--- src/sv/iexp_pkg.sv ---
// Shared constants, types and codes of the infix expression evaluator.
package iexp_pkg;

  localparam int unsigned DATA_WIDTH = 32;
  localparam int unsigned CNT_W      = $clog2(DATA_WIDTH);
  localparam int unsigned CHAR_W     = 8;
  localparam int unsigned RESULT_W   = 32;
  localparam int unsigned EXT_W      = 64;

  localparam logic [CHAR_W-1:0] CHAR_ZERO  = 8'h30;
  localparam logic [CHAR_W-1:0] CHAR_SPACE = 8'h20;
  localparam logic [CHAR_W-1:0] CHAR_PLUS  = 8'h2B;
  localparam logic [CHAR_W-1:0] CHAR_MINUS = 8'h2D;
  localparam logic [CHAR_W-1:0] CHAR_STAR  = 8'h2A;
  localparam logic [CHAR_W-1:0] CHAR_SLASH = 8'h2F;
  localparam logic [CHAR_W-1:0] CHAR_EQUAL = 8'h3D;
  localparam logic [3:0]        DIGIT_BASE = 4'd10;

  typedef enum logic [2:0] {
    CLS_SPACE,
    CLS_DIGIT,
    CLS_MUL,
    CLS_DIV,
    CLS_ADD,
    CLS_SUB,
    CLS_EQ
  } chr_cls_e;

  typedef enum logic [1:0] {
    OP_NONE = 2'd0,
    OP_MUL  = 2'd1,
    OP_DIV  = 2'd2
  } term_op_e;

  typedef enum logic [3:0] {
    ACT_NONE,
    ACT_DIGIT,
    ACT_CLOSE_SET,
    ACT_CLOSE_MUL,
    ACT_CLOSE_DIVZ,
    ACT_DIV_START,
    ACT_DIV_STEP,
    ACT_DIV_END,
    ACT_SET_MUL,
    ACT_SET_DIV,
    ACT_ADD_TERM,
    ACT_EMIT
  } dp_act_e;

  typedef enum logic [2:0] {
    ST_IDLE,
    ST_CLOSE,
    ST_DIV,
    ST_DIVEND,
    ST_FINISH
  } ctrl_state_e;

  typedef struct packed {
    dp_act_e act;
    logic    sub;
  } dp_cmd_t;

  typedef struct packed {
    chr_cls_e cls;
    term_op_e pend_op;
    logic     operand_zero;
    logic     div_last;
  } dp_sts_t;

endpackage

--- src/sv/iexp_dp.sv ---
// Datapath: operand entry, term and sum registers, serial divider, result register.
module iexp_dp
  import iexp_pkg::*;
(
  input  logic                       clk_i,
  input  logic                       rst_ni,
  input  logic [CHAR_W-1:0]          char_in_i,
  input  dp_cmd_t                    cmd_i,
  output dp_sts_t                    sts_o,
  output logic signed [RESULT_W-1:0] result_value_o,
  output logic                       div_by_zero_o
);

  logic [DATA_WIDTH-1:0] sum_q, sum_d;
  logic [DATA_WIDTH-1:0] term_q, term_d;
  logic [DATA_WIDTH-1:0] operand_q, operand_d;
  logic                  sign_q, sign_d;
  term_op_e              pend_op_q, pend_op_d;
  logic                  err_q, err_d;

  logic [DATA_WIDTH-1:0] rem_q, rem_d;
  logic [DATA_WIDTH-1:0] quo_q, quo_d;
  logic [DATA_WIDTH-1:0] dvs_q, dvs_d;
  logic                  neg_q, neg_d;
  logic [CNT_W-1:0]      cnt_q, cnt_d;

  logic signed [RESULT_W-1:0] res_q, res_d;
  logic                       dz_q, dz_d;

  logic [DATA_WIDTH:0]   shifted;
  logic [DATA_WIDTH:0]   diff;
  logic [DATA_WIDTH-1:0] mag_a;
  logic [DATA_WIDTH-1:0] mag_b;
  logic [DATA_WIDTH-1:0] term_closed;
  logic [DATA_WIDTH-1:0] digit_next;
  logic signed [EXT_W-1:0] fin_ext;

  always_comb begin
    priority if (char_in_i == CHAR_SPACE) begin
      sts_o.cls = CLS_SPACE;
    end else if (char_in_i == CHAR_STAR) begin
      sts_o.cls = CLS_MUL;
    end else if (char_in_i == CHAR_SLASH) begin
      sts_o.cls = CLS_DIV;
    end else if (char_in_i == CHAR_PLUS) begin
      sts_o.cls = CLS_ADD;
    end else if (char_in_i == CHAR_MINUS) begin
      sts_o.cls = CLS_SUB;
    end else if (char_in_i == CHAR_EQUAL) begin
      sts_o.cls = CLS_EQ;
    end else begin
      sts_o.cls = CLS_DIGIT;
    end
    sts_o.pend_op      = pend_op_q;
    sts_o.operand_zero = (operand_q == '0);
    sts_o.div_last     = (cnt_q == CNT_W'(DATA_WIDTH - 1));
  end

  assign shifted     = {rem_q, quo_q[DATA_WIDTH-1]};
  assign diff        = shifted - {1'b0, dvs_q};
  assign mag_a       = term_q[DATA_WIDTH-1] ? (~term_q + 1'b1) : term_q;
  assign mag_b       = operand_q[DATA_WIDTH-1] ? (~operand_q + 1'b1) : operand_q;
  assign term_closed = sign_q ? (sum_q - term_q) : (sum_q + term_q);
  assign digit_next  = (operand_q << 3) + (operand_q << 1)
                     + DATA_WIDTH'(char_in_i) - DATA_WIDTH'(CHAR_ZERO);
  assign fin_ext     = EXT_W'(signed'(term_closed));

  always_comb begin
    sum_d     = sum_q;
    term_d    = term_q;
    operand_d = operand_q;
    sign_d    = sign_q;
    pend_op_d = pend_op_q;
    err_d     = err_q;
    rem_d     = rem_q;
    quo_d     = quo_q;
    dvs_d     = dvs_q;
    neg_d     = neg_q;
    cnt_d     = cnt_q;
    res_d     = res_q;
    dz_d      = dz_q;
    unique case (cmd_i.act)
      ACT_NONE: begin
      end
      ACT_DIGIT: begin
        operand_d = digit_next;
      end
      ACT_CLOSE_SET: begin
        term_d    = operand_q;
        operand_d = '0;
      end
      ACT_CLOSE_MUL: begin
        term_d    = DATA_WIDTH'(term_q * operand_q);
        operand_d = '0;
      end
      ACT_CLOSE_DIVZ: begin
        term_d    = '0;
        err_d     = 1'b1;
        operand_d = '0;
      end
      ACT_DIV_START: begin
        rem_d = '0;
        quo_d = mag_a;
        dvs_d = mag_b;
        neg_d = term_q[DATA_WIDTH-1] ^ operand_q[DATA_WIDTH-1];
        cnt_d = '0;
      end
      ACT_DIV_STEP: begin
        if (!diff[DATA_WIDTH]) begin
          rem_d = diff[DATA_WIDTH-1:0];
          quo_d = {quo_q[DATA_WIDTH-2:0], 1'b1};
        end else begin
          rem_d = shifted[DATA_WIDTH-1:0];
          quo_d = {quo_q[DATA_WIDTH-2:0], 1'b0};
        end
        cnt_d = cnt_q + 1'b1;
      end
      ACT_DIV_END: begin
        term_d    = neg_q ? (~quo_q + 1'b1) : quo_q;
        operand_d = '0;
      end
      ACT_SET_MUL: begin
        pend_op_d = OP_MUL;
      end
      ACT_SET_DIV: begin
        pend_op_d = OP_DIV;
      end
      ACT_ADD_TERM: begin
        sum_d     = term_closed;
        term_d    = '0;
        pend_op_d = OP_NONE;
        sign_d    = cmd_i.sub;
      end
      ACT_EMIT: begin
        res_d     = fin_ext[RESULT_W-1:0];
        dz_d      = err_q;
        sum_d     = '0;
        term_d    = '0;
        operand_d = '0;
        sign_d    = 1'b0;
        pend_op_d = OP_NONE;
        err_d     = 1'b0;
      end
      default: begin
      end
    endcase
  end

  always_ff @(posedge clk_i or negedge rst_ni) begin
    if (!rst_ni) begin
      sum_q     <= '0;
      term_q    <= '0;
      operand_q <= '0;
      sign_q    <= 1'b0;
      pend_op_q <= OP_NONE;
      err_q     <= 1'b0;
      cnt_q     <= '0;
    end else begin
      sum_q     <= sum_d;
      term_q    <= term_d;
      operand_q <= operand_d;
      sign_q    <= sign_d;
      pend_op_q <= pend_op_d;
      err_q     <= err_d;
      cnt_q     <= cnt_d;
    end
  end

  always_ff @(posedge clk_i) begin
    rem_q <= rem_d;
    quo_q <= quo_d;
    dvs_q <= dvs_d;
    neg_q <= neg_d;
    res_q <= res_d;
    dz_q  <= dz_d;
  end

  assign result_value_o = res_q;
  assign div_by_zero_o  = dz_q;

endmodule

--- src/sv/iexp_ctrl.sv ---
// Controller state machine: sequences each character through the datapath.
module iexp_ctrl
  import iexp_pkg::*;
(
  input  logic    clk_i,
  input  logic    rst_ni,
  input  logic    in_valid_i,
  output logic    in_stall_o,
  output logic    out_valid_o,
  input  logic    out_stall_i,
  input  dp_sts_t sts_i,
  output dp_cmd_t cmd_o
);

  ctrl_state_e state_q, state_d;
  chr_cls_e    cls_q, cls_d;
  logic        out_valid_q, out_valid_d;
  logic        out_free;

  assign out_free = !out_valid_q || !out_stall_i;

  always_comb begin
    state_d = state_q;
    unique case (state_q)
      ST_IDLE: begin
        if (in_valid_i && sts_i.cls != CLS_SPACE && sts_i.cls != CLS_DIGIT) begin
          state_d = ST_CLOSE;
        end
      end
      ST_CLOSE: begin
        if (sts_i.pend_op == OP_DIV && !sts_i.operand_zero) begin
          state_d = ST_DIV;
        end else begin
          state_d = ST_FINISH;
        end
      end
      ST_DIV: begin
        if (sts_i.div_last) begin
          state_d = ST_DIVEND;
        end
      end
      ST_DIVEND: begin
        state_d = ST_FINISH;
      end
      ST_FINISH: begin
        if (cls_q != CLS_EQ || out_free) begin
          state_d = ST_IDLE;
        end
      end
      default: begin
        state_d = ST_IDLE;
      end
    endcase
  end

  always_comb begin
    cmd_o.act   = ACT_NONE;
    cmd_o.sub   = (cls_q == CLS_SUB);
    in_stall_o  = 1'b1;
    cls_d       = cls_q;
    out_valid_d = out_valid_q && out_stall_i;
    unique case (state_q)
      ST_IDLE: begin
        in_stall_o = 1'b0;
        if (in_valid_i) begin
          cls_d = sts_i.cls;
          if (sts_i.cls == CLS_DIGIT) begin
            cmd_o.act = ACT_DIGIT;
          end
        end
      end
      ST_CLOSE: begin
        unique case (sts_i.pend_op)
          OP_MUL:  cmd_o.act = ACT_CLOSE_MUL;
          OP_DIV:  cmd_o.act = sts_i.operand_zero ? ACT_CLOSE_DIVZ : ACT_DIV_START;
          default: cmd_o.act = ACT_CLOSE_SET;
        endcase
      end
      ST_DIV: begin
        cmd_o.act = ACT_DIV_STEP;
      end
      ST_DIVEND: begin
        cmd_o.act = ACT_DIV_END;
      end
      ST_FINISH: begin
        unique case (cls_q)
          CLS_MUL: cmd_o.act = ACT_SET_MUL;
          CLS_DIV: cmd_o.act = ACT_SET_DIV;
          CLS_ADD, CLS_SUB: cmd_o.act = ACT_ADD_TERM;
          CLS_EQ: begin
            if (out_free) begin
              cmd_o.act   = ACT_EMIT;
              out_valid_d = 1'b1;
            end
          end
          default: cmd_o.act = ACT_NONE;
        endcase
      end
      default: begin
      end
    endcase
  end

  always_ff @(posedge clk_i or negedge rst_ni) begin
    if (!rst_ni) begin
      state_q     <= ST_IDLE;
      cls_q       <= CLS_SPACE;
      out_valid_q <= 1'b0;
    end else begin
      state_q     <= state_d;
      cls_q       <= cls_d;
      out_valid_q <= out_valid_d;
    end
  end

  assign out_valid_o = out_valid_q;

endmodule

--- src/sv/infix_integer_expression_evaluator.sv ---
// Top level of the streaming infix integer expression evaluator.
//
// Input channel: one ASCII character per beat on char_in_i, taken when
// in_valid_i is high and in_stall_o is low. Spaces are skipped, digits
// accumulate into the current operand, + - * / and = are operators.
// Output channel: one beat per '=' carrying result_value_o (32-bit two's
// complement) and div_by_zero_o, taken when out_valid_o is high and
// out_stall_i is low.
// Flow: a space or digit is handled in the idle state and the next character
// may follow at once. An operator passes the close and finish states, with
// the divider states between them when it closes a division: the 32-step
// restoring divider runs one quotient bit per cycle. A multiply is done
// combinationally into the term register. The '=' result is written to the
// output register in the finish state. That register holds it while
// out_stall_i is high and the block keeps taking characters, waiting only
// when a second result is ready before the first has left. Reset clears the
// evaluation state and the output valid, but not the divider or result data;
// the first character is taken in the cycle after reset is released.
module infix_integer_expression_evaluator
  import iexp_pkg::*;
(
  input  logic                       clk_i,
  input  logic                       rst_ni,
  input  logic                       in_valid_i,
  output logic                       in_stall_o,
  input  logic [CHAR_W-1:0]          char_in_i,
  output logic                       out_valid_o,
  input  logic                       out_stall_i,
  output logic signed [RESULT_W-1:0] result_value_o,
  output logic                       div_by_zero_o
);

  dp_cmd_t cmd;
  dp_sts_t sts;

  iexp_ctrl u_ctrl (
    .clk_i       (clk_i),
    .rst_ni      (rst_ni),
    .in_valid_i  (in_valid_i),
    .in_stall_o  (in_stall_o),
    .out_valid_o (out_valid_o),
    .out_stall_i (out_stall_i),
    .sts_i       (sts),
    .cmd_o       (cmd)
  );

  iexp_dp u_dp (
    .clk_i          (clk_i),
    .rst_ni         (rst_ni),
    .char_in_i      (char_in_i),
    .cmd_i          (cmd),
    .sts_o          (sts),
    .result_value_o (result_value_o),
    .div_by_zero_o  (div_by_zero_o)
  );

endmodule

--- config.mk ---
export PLATFORM = sky130hd
export DESIGN_NAME = infix_integer_expression_evaluator
export DESIGN_NICKNAME = d
export VERILOG_FILES = /design/src/sv/iexp_pkg.sv /design/src/sv/iexp_dp.sv /design/src/sv/iexp_ctrl.sv /design/src/sv/infix_integer_expression_evaluator.sv
export SDC_FILE = /design/constraint.sdc
export NUM_CORES = 2
export LEC_CHECK = 0
export BUFFER_PORTS_ARGS = -buffer_cell sky130_fd_sc_hd__buf_4
export CAP_MARGIN = 20
export CORE_MARGIN = 2
export CORE_UTILIZATION = 60
export CTS_BUF_LIST = sky130_fd_sc_hd__clkbuf_16
export CTS_CLUSTER_DIAMETER = 150
export DETAILED_ROUTE_END_ITERATION = 6
export PLACE_DENSITY = 0.76
export SLEW_MARGIN = 10
export SYNTH_ARGS = -nofsm -noshare
export SYNTH_HDL_FRONTEND = slang
export SYNTH_SLANG_ARGS = --single-unit
--- constraint.sdc ---
create_clock -name clk_i -period 9 [get_ports clk_i]
set_input_delay 1.8 -clock clk_i [delete_from_list [all_inputs] [get_ports clk_i]]
set_output_delay 1.8 -clock clk_i [all_outputs]
set_load 0.03 [all_outputs]
; Word level (Yosys, flattened, before mapping)
; Cells that the tools add are included.
[classes]
add_sub_neg = 10
multipliers = 1
eq_ne = 35
mux = 37
n_bitwise = 4
reduce_logical = 24
[ops]
columns = operator, count
row1 = 32-bit case mux with 2 select lines, 4
row2 = 32-bit two-way mux, 4
row3 = 32-bit case mux with 4 select lines, 1
row4 = 32-bit by 1-bit adder with 32-bit output (second input constant), 3
row5 = 32-bit inverter, 3
row6 = 32-bit adder, 2
row7 = 8-bit by 6-bit == test with 1-bit output (second input constant), 6
row8 = 33-bit by 32-bit subtractor with 33-bit output, 1
row9 = 32-bit by 8-bit adder with 32-bit output, 1
row10 = 32-bit logical NOT, 1
row11 = 32-bit by 32-bit multiplier with 32-bit output, 1
row12 = 32-bit subtractor, 1
row13 = 32-bit by 6-bit subtractor with 32-bit output (second input constant), 1
row14 = 31-bit two-way mux, 1
row15 = 3-bit two-way mux, 10
row16 = 4-bit case mux with 5 select lines, 1
row17 = 4-bit by 3-bit == test with 1-bit output (second input constant), 4
row18 = 4-bit == test (second input constant), 4
row19 = 4-bit case mux with 4 select lines, 1
row20 = 3-bit case mux with 5 select lines, 1
row21 = 3-bit by 2-bit == test with 1-bit output (second input constant), 4
row22 = 3-bit == test (second input constant), 4
row23 = 5-bit case mux with 2 select lines, 1
row24 = 4-bit by 2-bit == test with 1-bit output (second input constant), 2
row25 = 28 further kinds, 49
[word_totals]
regBits = 242
inputBits = 12
out_inout_bits = 35
word_cells = 128

; Logic depth before layout (Yosys ltp)
[logic_depth]
ltp_word = 14
mapped_depth = 28
ltp_nobuf = 26

; Hierarchy
; From an unflattened synthesis, not the netlist that was laid out.
[unflattened]
cells_unflattened = 3683
hier_area_um2 = 33365.8
[modules_own_cells]
columns = module, n_inst, cells_per_inst, area_each_um2
row1 = iexp_dp, 1, 3626, 32855.3
row2 = iexp_ctrl, 1, 57, 510.5

; Worst setup path after synthesis
; OpenSTA, ideal clock, no wires.
[synth_path]
path_type = register to register
from = register u_dp.operand_q[2]
to = register u_dp.term_q[31]
setup_time_ns = 0.126
arrival_time_ns = 6.963
required_time_ns = 8.874
slack_ns = 1.911
path_stages_with_launch = 26
n_path_buf = 2
period_less_slack_ns = 7.089
path_cell_list = dfrtp_1 > clkbuf_1 > clkbuf_1 > and2_1 > fa_1 > inv_1 > fa_1 > fa_1 > inv_1 > fa_1 > ha_1 > ha_1 > inv_1 > fa_1 > inv_1 > fa_1 > ha_1 > or3_1 > o221a_2 > a311oi_2 > a311oi_1 > o41ai_2 > o2111ai_1 > a21oi_1 > xnor2_1 > a221o_1
[synth_between]
elab_chain_cells = 7
elab_cells_between_ends = 14
cone_classes = mul (1) / eq/ne (6) / mux (4) / reduce/logical (3)
[synth_lines]
columns = item, line
row1 = start: declaration, iexp_dp.sv:16  ; logic [DATA_WIDTH-1:0] operand_q, operand_d;
row2 = start signal: assignment, iexp_dp.sv:161  ; operand_q <= operand_d;
row3 = "parallel branches: the longest is 7 deep, another holds 32-bit by 32-bit multiplier with 32-bit output", --
row4 = end signal: assignment, iexp_dp.sv:160  ; term_q <= term_d;
row5 = end: declaration, iexp_dp.sv:15  ; logic [DATA_WIDTH-1:0] term_q, term_d;
; Several ways; the timed one is not identified.
; A chain may end at the register's enable or synchronous reset.

; Worst setup path after layout
[layout_path]
from = register u_dp.operand_q[3]
to = register u_dp.term_q[31]
; The elaborated chain is that of the path after synthesis.

==> results_dict.tcl <==
set metrics [dict create \
    outcome "complete, but fails checks" \
    failed_checks "DRC" \
    cts_tree "done" \
    crit_required_ps 9490 \
    root_buffer "clkbuf_16" \
    gr-usage-all-layers_pct 34.1 \
    timing.setup.tns_ps 0 \
    fmax_ghz 0.127 \
    numCtsBuffers 30 \
    fin_crit_ps 7860 \
    synth_top_cell_area_share_pct 24.9 \
    arrival_ps 8350 \
    antenna_found_initial 6 \
    synth_cell_types 74 \
    path_cells "buf_4, and2_1, fa_1, inv_1, fa_1, fa_1, inv_1, fa_1, ha_1, ha_1, inv_1, fa_1, inv_1, fa_1, ha_1, or3_1, o221a_2, a311oi_2, a311oi_1, o41ai_2, o2111ai_1, a21oi_1, xnor2_1, a221o_1" \
    synth-edff-count 130 \
    drt-pass1-iter-count 7 \
    maxCapViolations 0 \
    rows 86 \
    synth_nets 4416 \
    grt_max_degree 67 \
    vias_per_cell 5.99 \
    layout_common_cells "inv_1, nand2_1, fa_1, and2_1, ha_1" \
    slew_headroom_pct 28.5 \
    place_congestion 0.935 \
    synth_cells 3711 \
    num_antenna_cells 0 \
    drv_slew 0 \
    synth_area_per_cell_um2 9.02 \
    overflow 0 \
    regArea_um2 6710 \
    multi_input_area_um2 24000 \
    crit_type "reg2reg" \
    num_vias 26500 \
    clock-sinks 242 \
    die_w_um 240 \
    die_y_um 240 \
    fillerInstances 4590 \
    core_um2 55100 \
    io_pins 47 \
    wirelength_mm 95.2 \
    hold_class "reg2reg" \
    synth_area_um2 33500 \
    post_drt_wl_per_cell_um 21.5 \
    path_clk_slew_ps 70 \
    grt_pass1_wl_mm 150 \
    final_layout_size_suffix_gt1_share_pct 5.30 \
    startpoint_type "flip-flop" \
    final_common_cell "inv_1" \
    cpMostUsedCell "fa_1" \
    start_util_pct 60.8 \
    rsz0062_at_grt "false" \
    finClkSkew_ps 15.7 \
    io_buffers 46 \
    cts_resized 0 \
    synthArstFlopShare_pct 46.3 \
    synth.largest_area_cell "fa_1" \
    grt_pass1_vias 27200 \
    drc 14 \
    insertion_delay_ps 610 \
    hold_buffers 0 \
    area_growth_pct 6.49 \
    synthFlopType "edfxtp_1" \
    finalHoldViolations 0 \
    seq_area_frac_synth_pct 20.0 \
    postCtsSetupRepairBufs 0 \
    fin_area_um2 35700 \
    synth_warnings 0 \
    max_stage_delay_ps 640 \
    htreeDepth 1 \
    hpwl_mm 72.6 \
    cp-end-kind "flip-flop" \
    tightest_slew_ps 1070 \
    post_dp_cell_area_um2 34500 \
    fin_nets 4359 \
    first_iter_violations 2268 \
    synth_seq_cells 242 \
    synth_area_leaders "fa_1, edfxtp_1, ha_1" \
    ant_nets 0 \
    crit_fanout 22 \
    die_area_um2 57700 \
    min_period_over_period_pct 87.3 \
    reg2reg_slack_ps 1140 \
    critPathSlowestCell "dfrtp_1" \
    clk_path_buf_depth 3 \
    setup_viol 0 \
]
## logic make-up after synthesis
logic type | Yosys count | share of synthesized area [%]
and+or+nand+nor | 1152 | 16.8
muxes | 32 | 0.964
AOI/OAI and AO/OA | 564 | 11.2
adders and majority gates | 693 | 35.2
xor gates and xnor gates | 281 | 7.35
DFF | 242 | 20.0
buffers and inverters | 747 | 8.48
## registers in the layout (all words and copies together), names as in the netlist
name and count:
u_dp.div_by_zero_o 1, u_dp.sum_q 32, u_dp.operand_q 32, u_dp.neg_q 1
u_dp.dvs_q 32, u_ctrl.out_valid_o 1, u_dp.pend_op_q 2, u_ctrl.state_q 3
u_dp.result_value_o 32, u_dp.term_q 32, u_dp.sign_q 1, u_dp.cnt_q 5
u_dp.err_q 1, u_dp.rem_q 32, u_dp.quo_q 32, u_ctrl.cls_q 3
## Yosys cell counts (6+ instances only)
master / count
or4_1: 8
dfrtp_1: 112
nor2_1: 178
nand2_1: 459
nand4_1: 6
o31ai_1: 25
buf_2: 16
o21a_1: 25
a221oi_1: 19
xnor2_1: 204
a32o_1: 6
a21oi_1: 117
a21boi_0: 7
nor3_1: 47
a211o_1: 13
nand2b_1: 35
inv_1: 542
edfxtp_1: 130
o211ai_1: 10
o22ai_1: 15
and3_1: 11
nor2b_1: 33
o2111ai_1: 9
o21bai_1: 6
o41ai_1: 12
a31oi_1: 28
and2_1: 277
xor2_1: 77
a22o_1: 35
nand3_1: 32
a32oi_1: 6
clkbuf_1: 181
nor4_1: 9
ha_1: 277
mux2i_1: 30
a21o_1: 43
or3_1: 29
a211oi_1: 14
fa_1: 416
nor3b_1: 6
o21ai_0: 137
## routing by layer
metal  GRT usage [%]  share of wire, %
met5               0             0.024
met4            17.4               6.2
met1            44.3                39
met3            7.43               9.7
met2            53.9                45
## final cells by class
cell class	count	share of cell area, %
multi-input combinational	2722	67.3
clock inverter	24	0.877
sequential	242	18.8
tap	748	2.62
clock buffer	32	2.25
timing repair buffer	116	2.48
inverter	542	5.71
## final timing paths
check,start,end,cells past startpoint
worst max-delay path,u_dp.operand_q[3],u_dp.term_q[31],24
worst min-delay path,u_dp.err_q,u_dp.div_by_zero_o,0
worst max register to register,u_dp.operand_q[3],u_dp.term_q[31],24
worst min register to register,u_dp.err_q,u_dp.div_by_zero_o,0
max in group asynchronous,rst_ni,u_dp.sign_q,2
min in group asynchronous,rst_ni,u_dp.sum_q[30],1
## stage by stage
stage	worst slack (ps)	utilization (%)	hold WS, ps	instances
2_1_floorplan	1910	-	426	3711
3_3_place_gp	1340	62.6	433	4368
3_5_place_dp	1210	62.6	439	4368
4_1_cts	1170	64.7	453	4424
5_1_grt	745	64.7	460	4426
6_report	1140	64.7	456	4426
## worst max-delay path, delay by kind of cell (launching register included)
family | cells | cell delay [ps]
buffers and inverters | 5 | 580
adders and majority gates | 9 | 3530
and+or+nand+nor | 2 | 550
AOI/OAI and AO/OA | 7 | 2350
DFF | 1 | 640
xor gates and xnor gates | 1 | 80
Power is left out: the tool's default activity adds up to more than one toggle a clock period on the data nets, which glitch-free logic cannot reach.
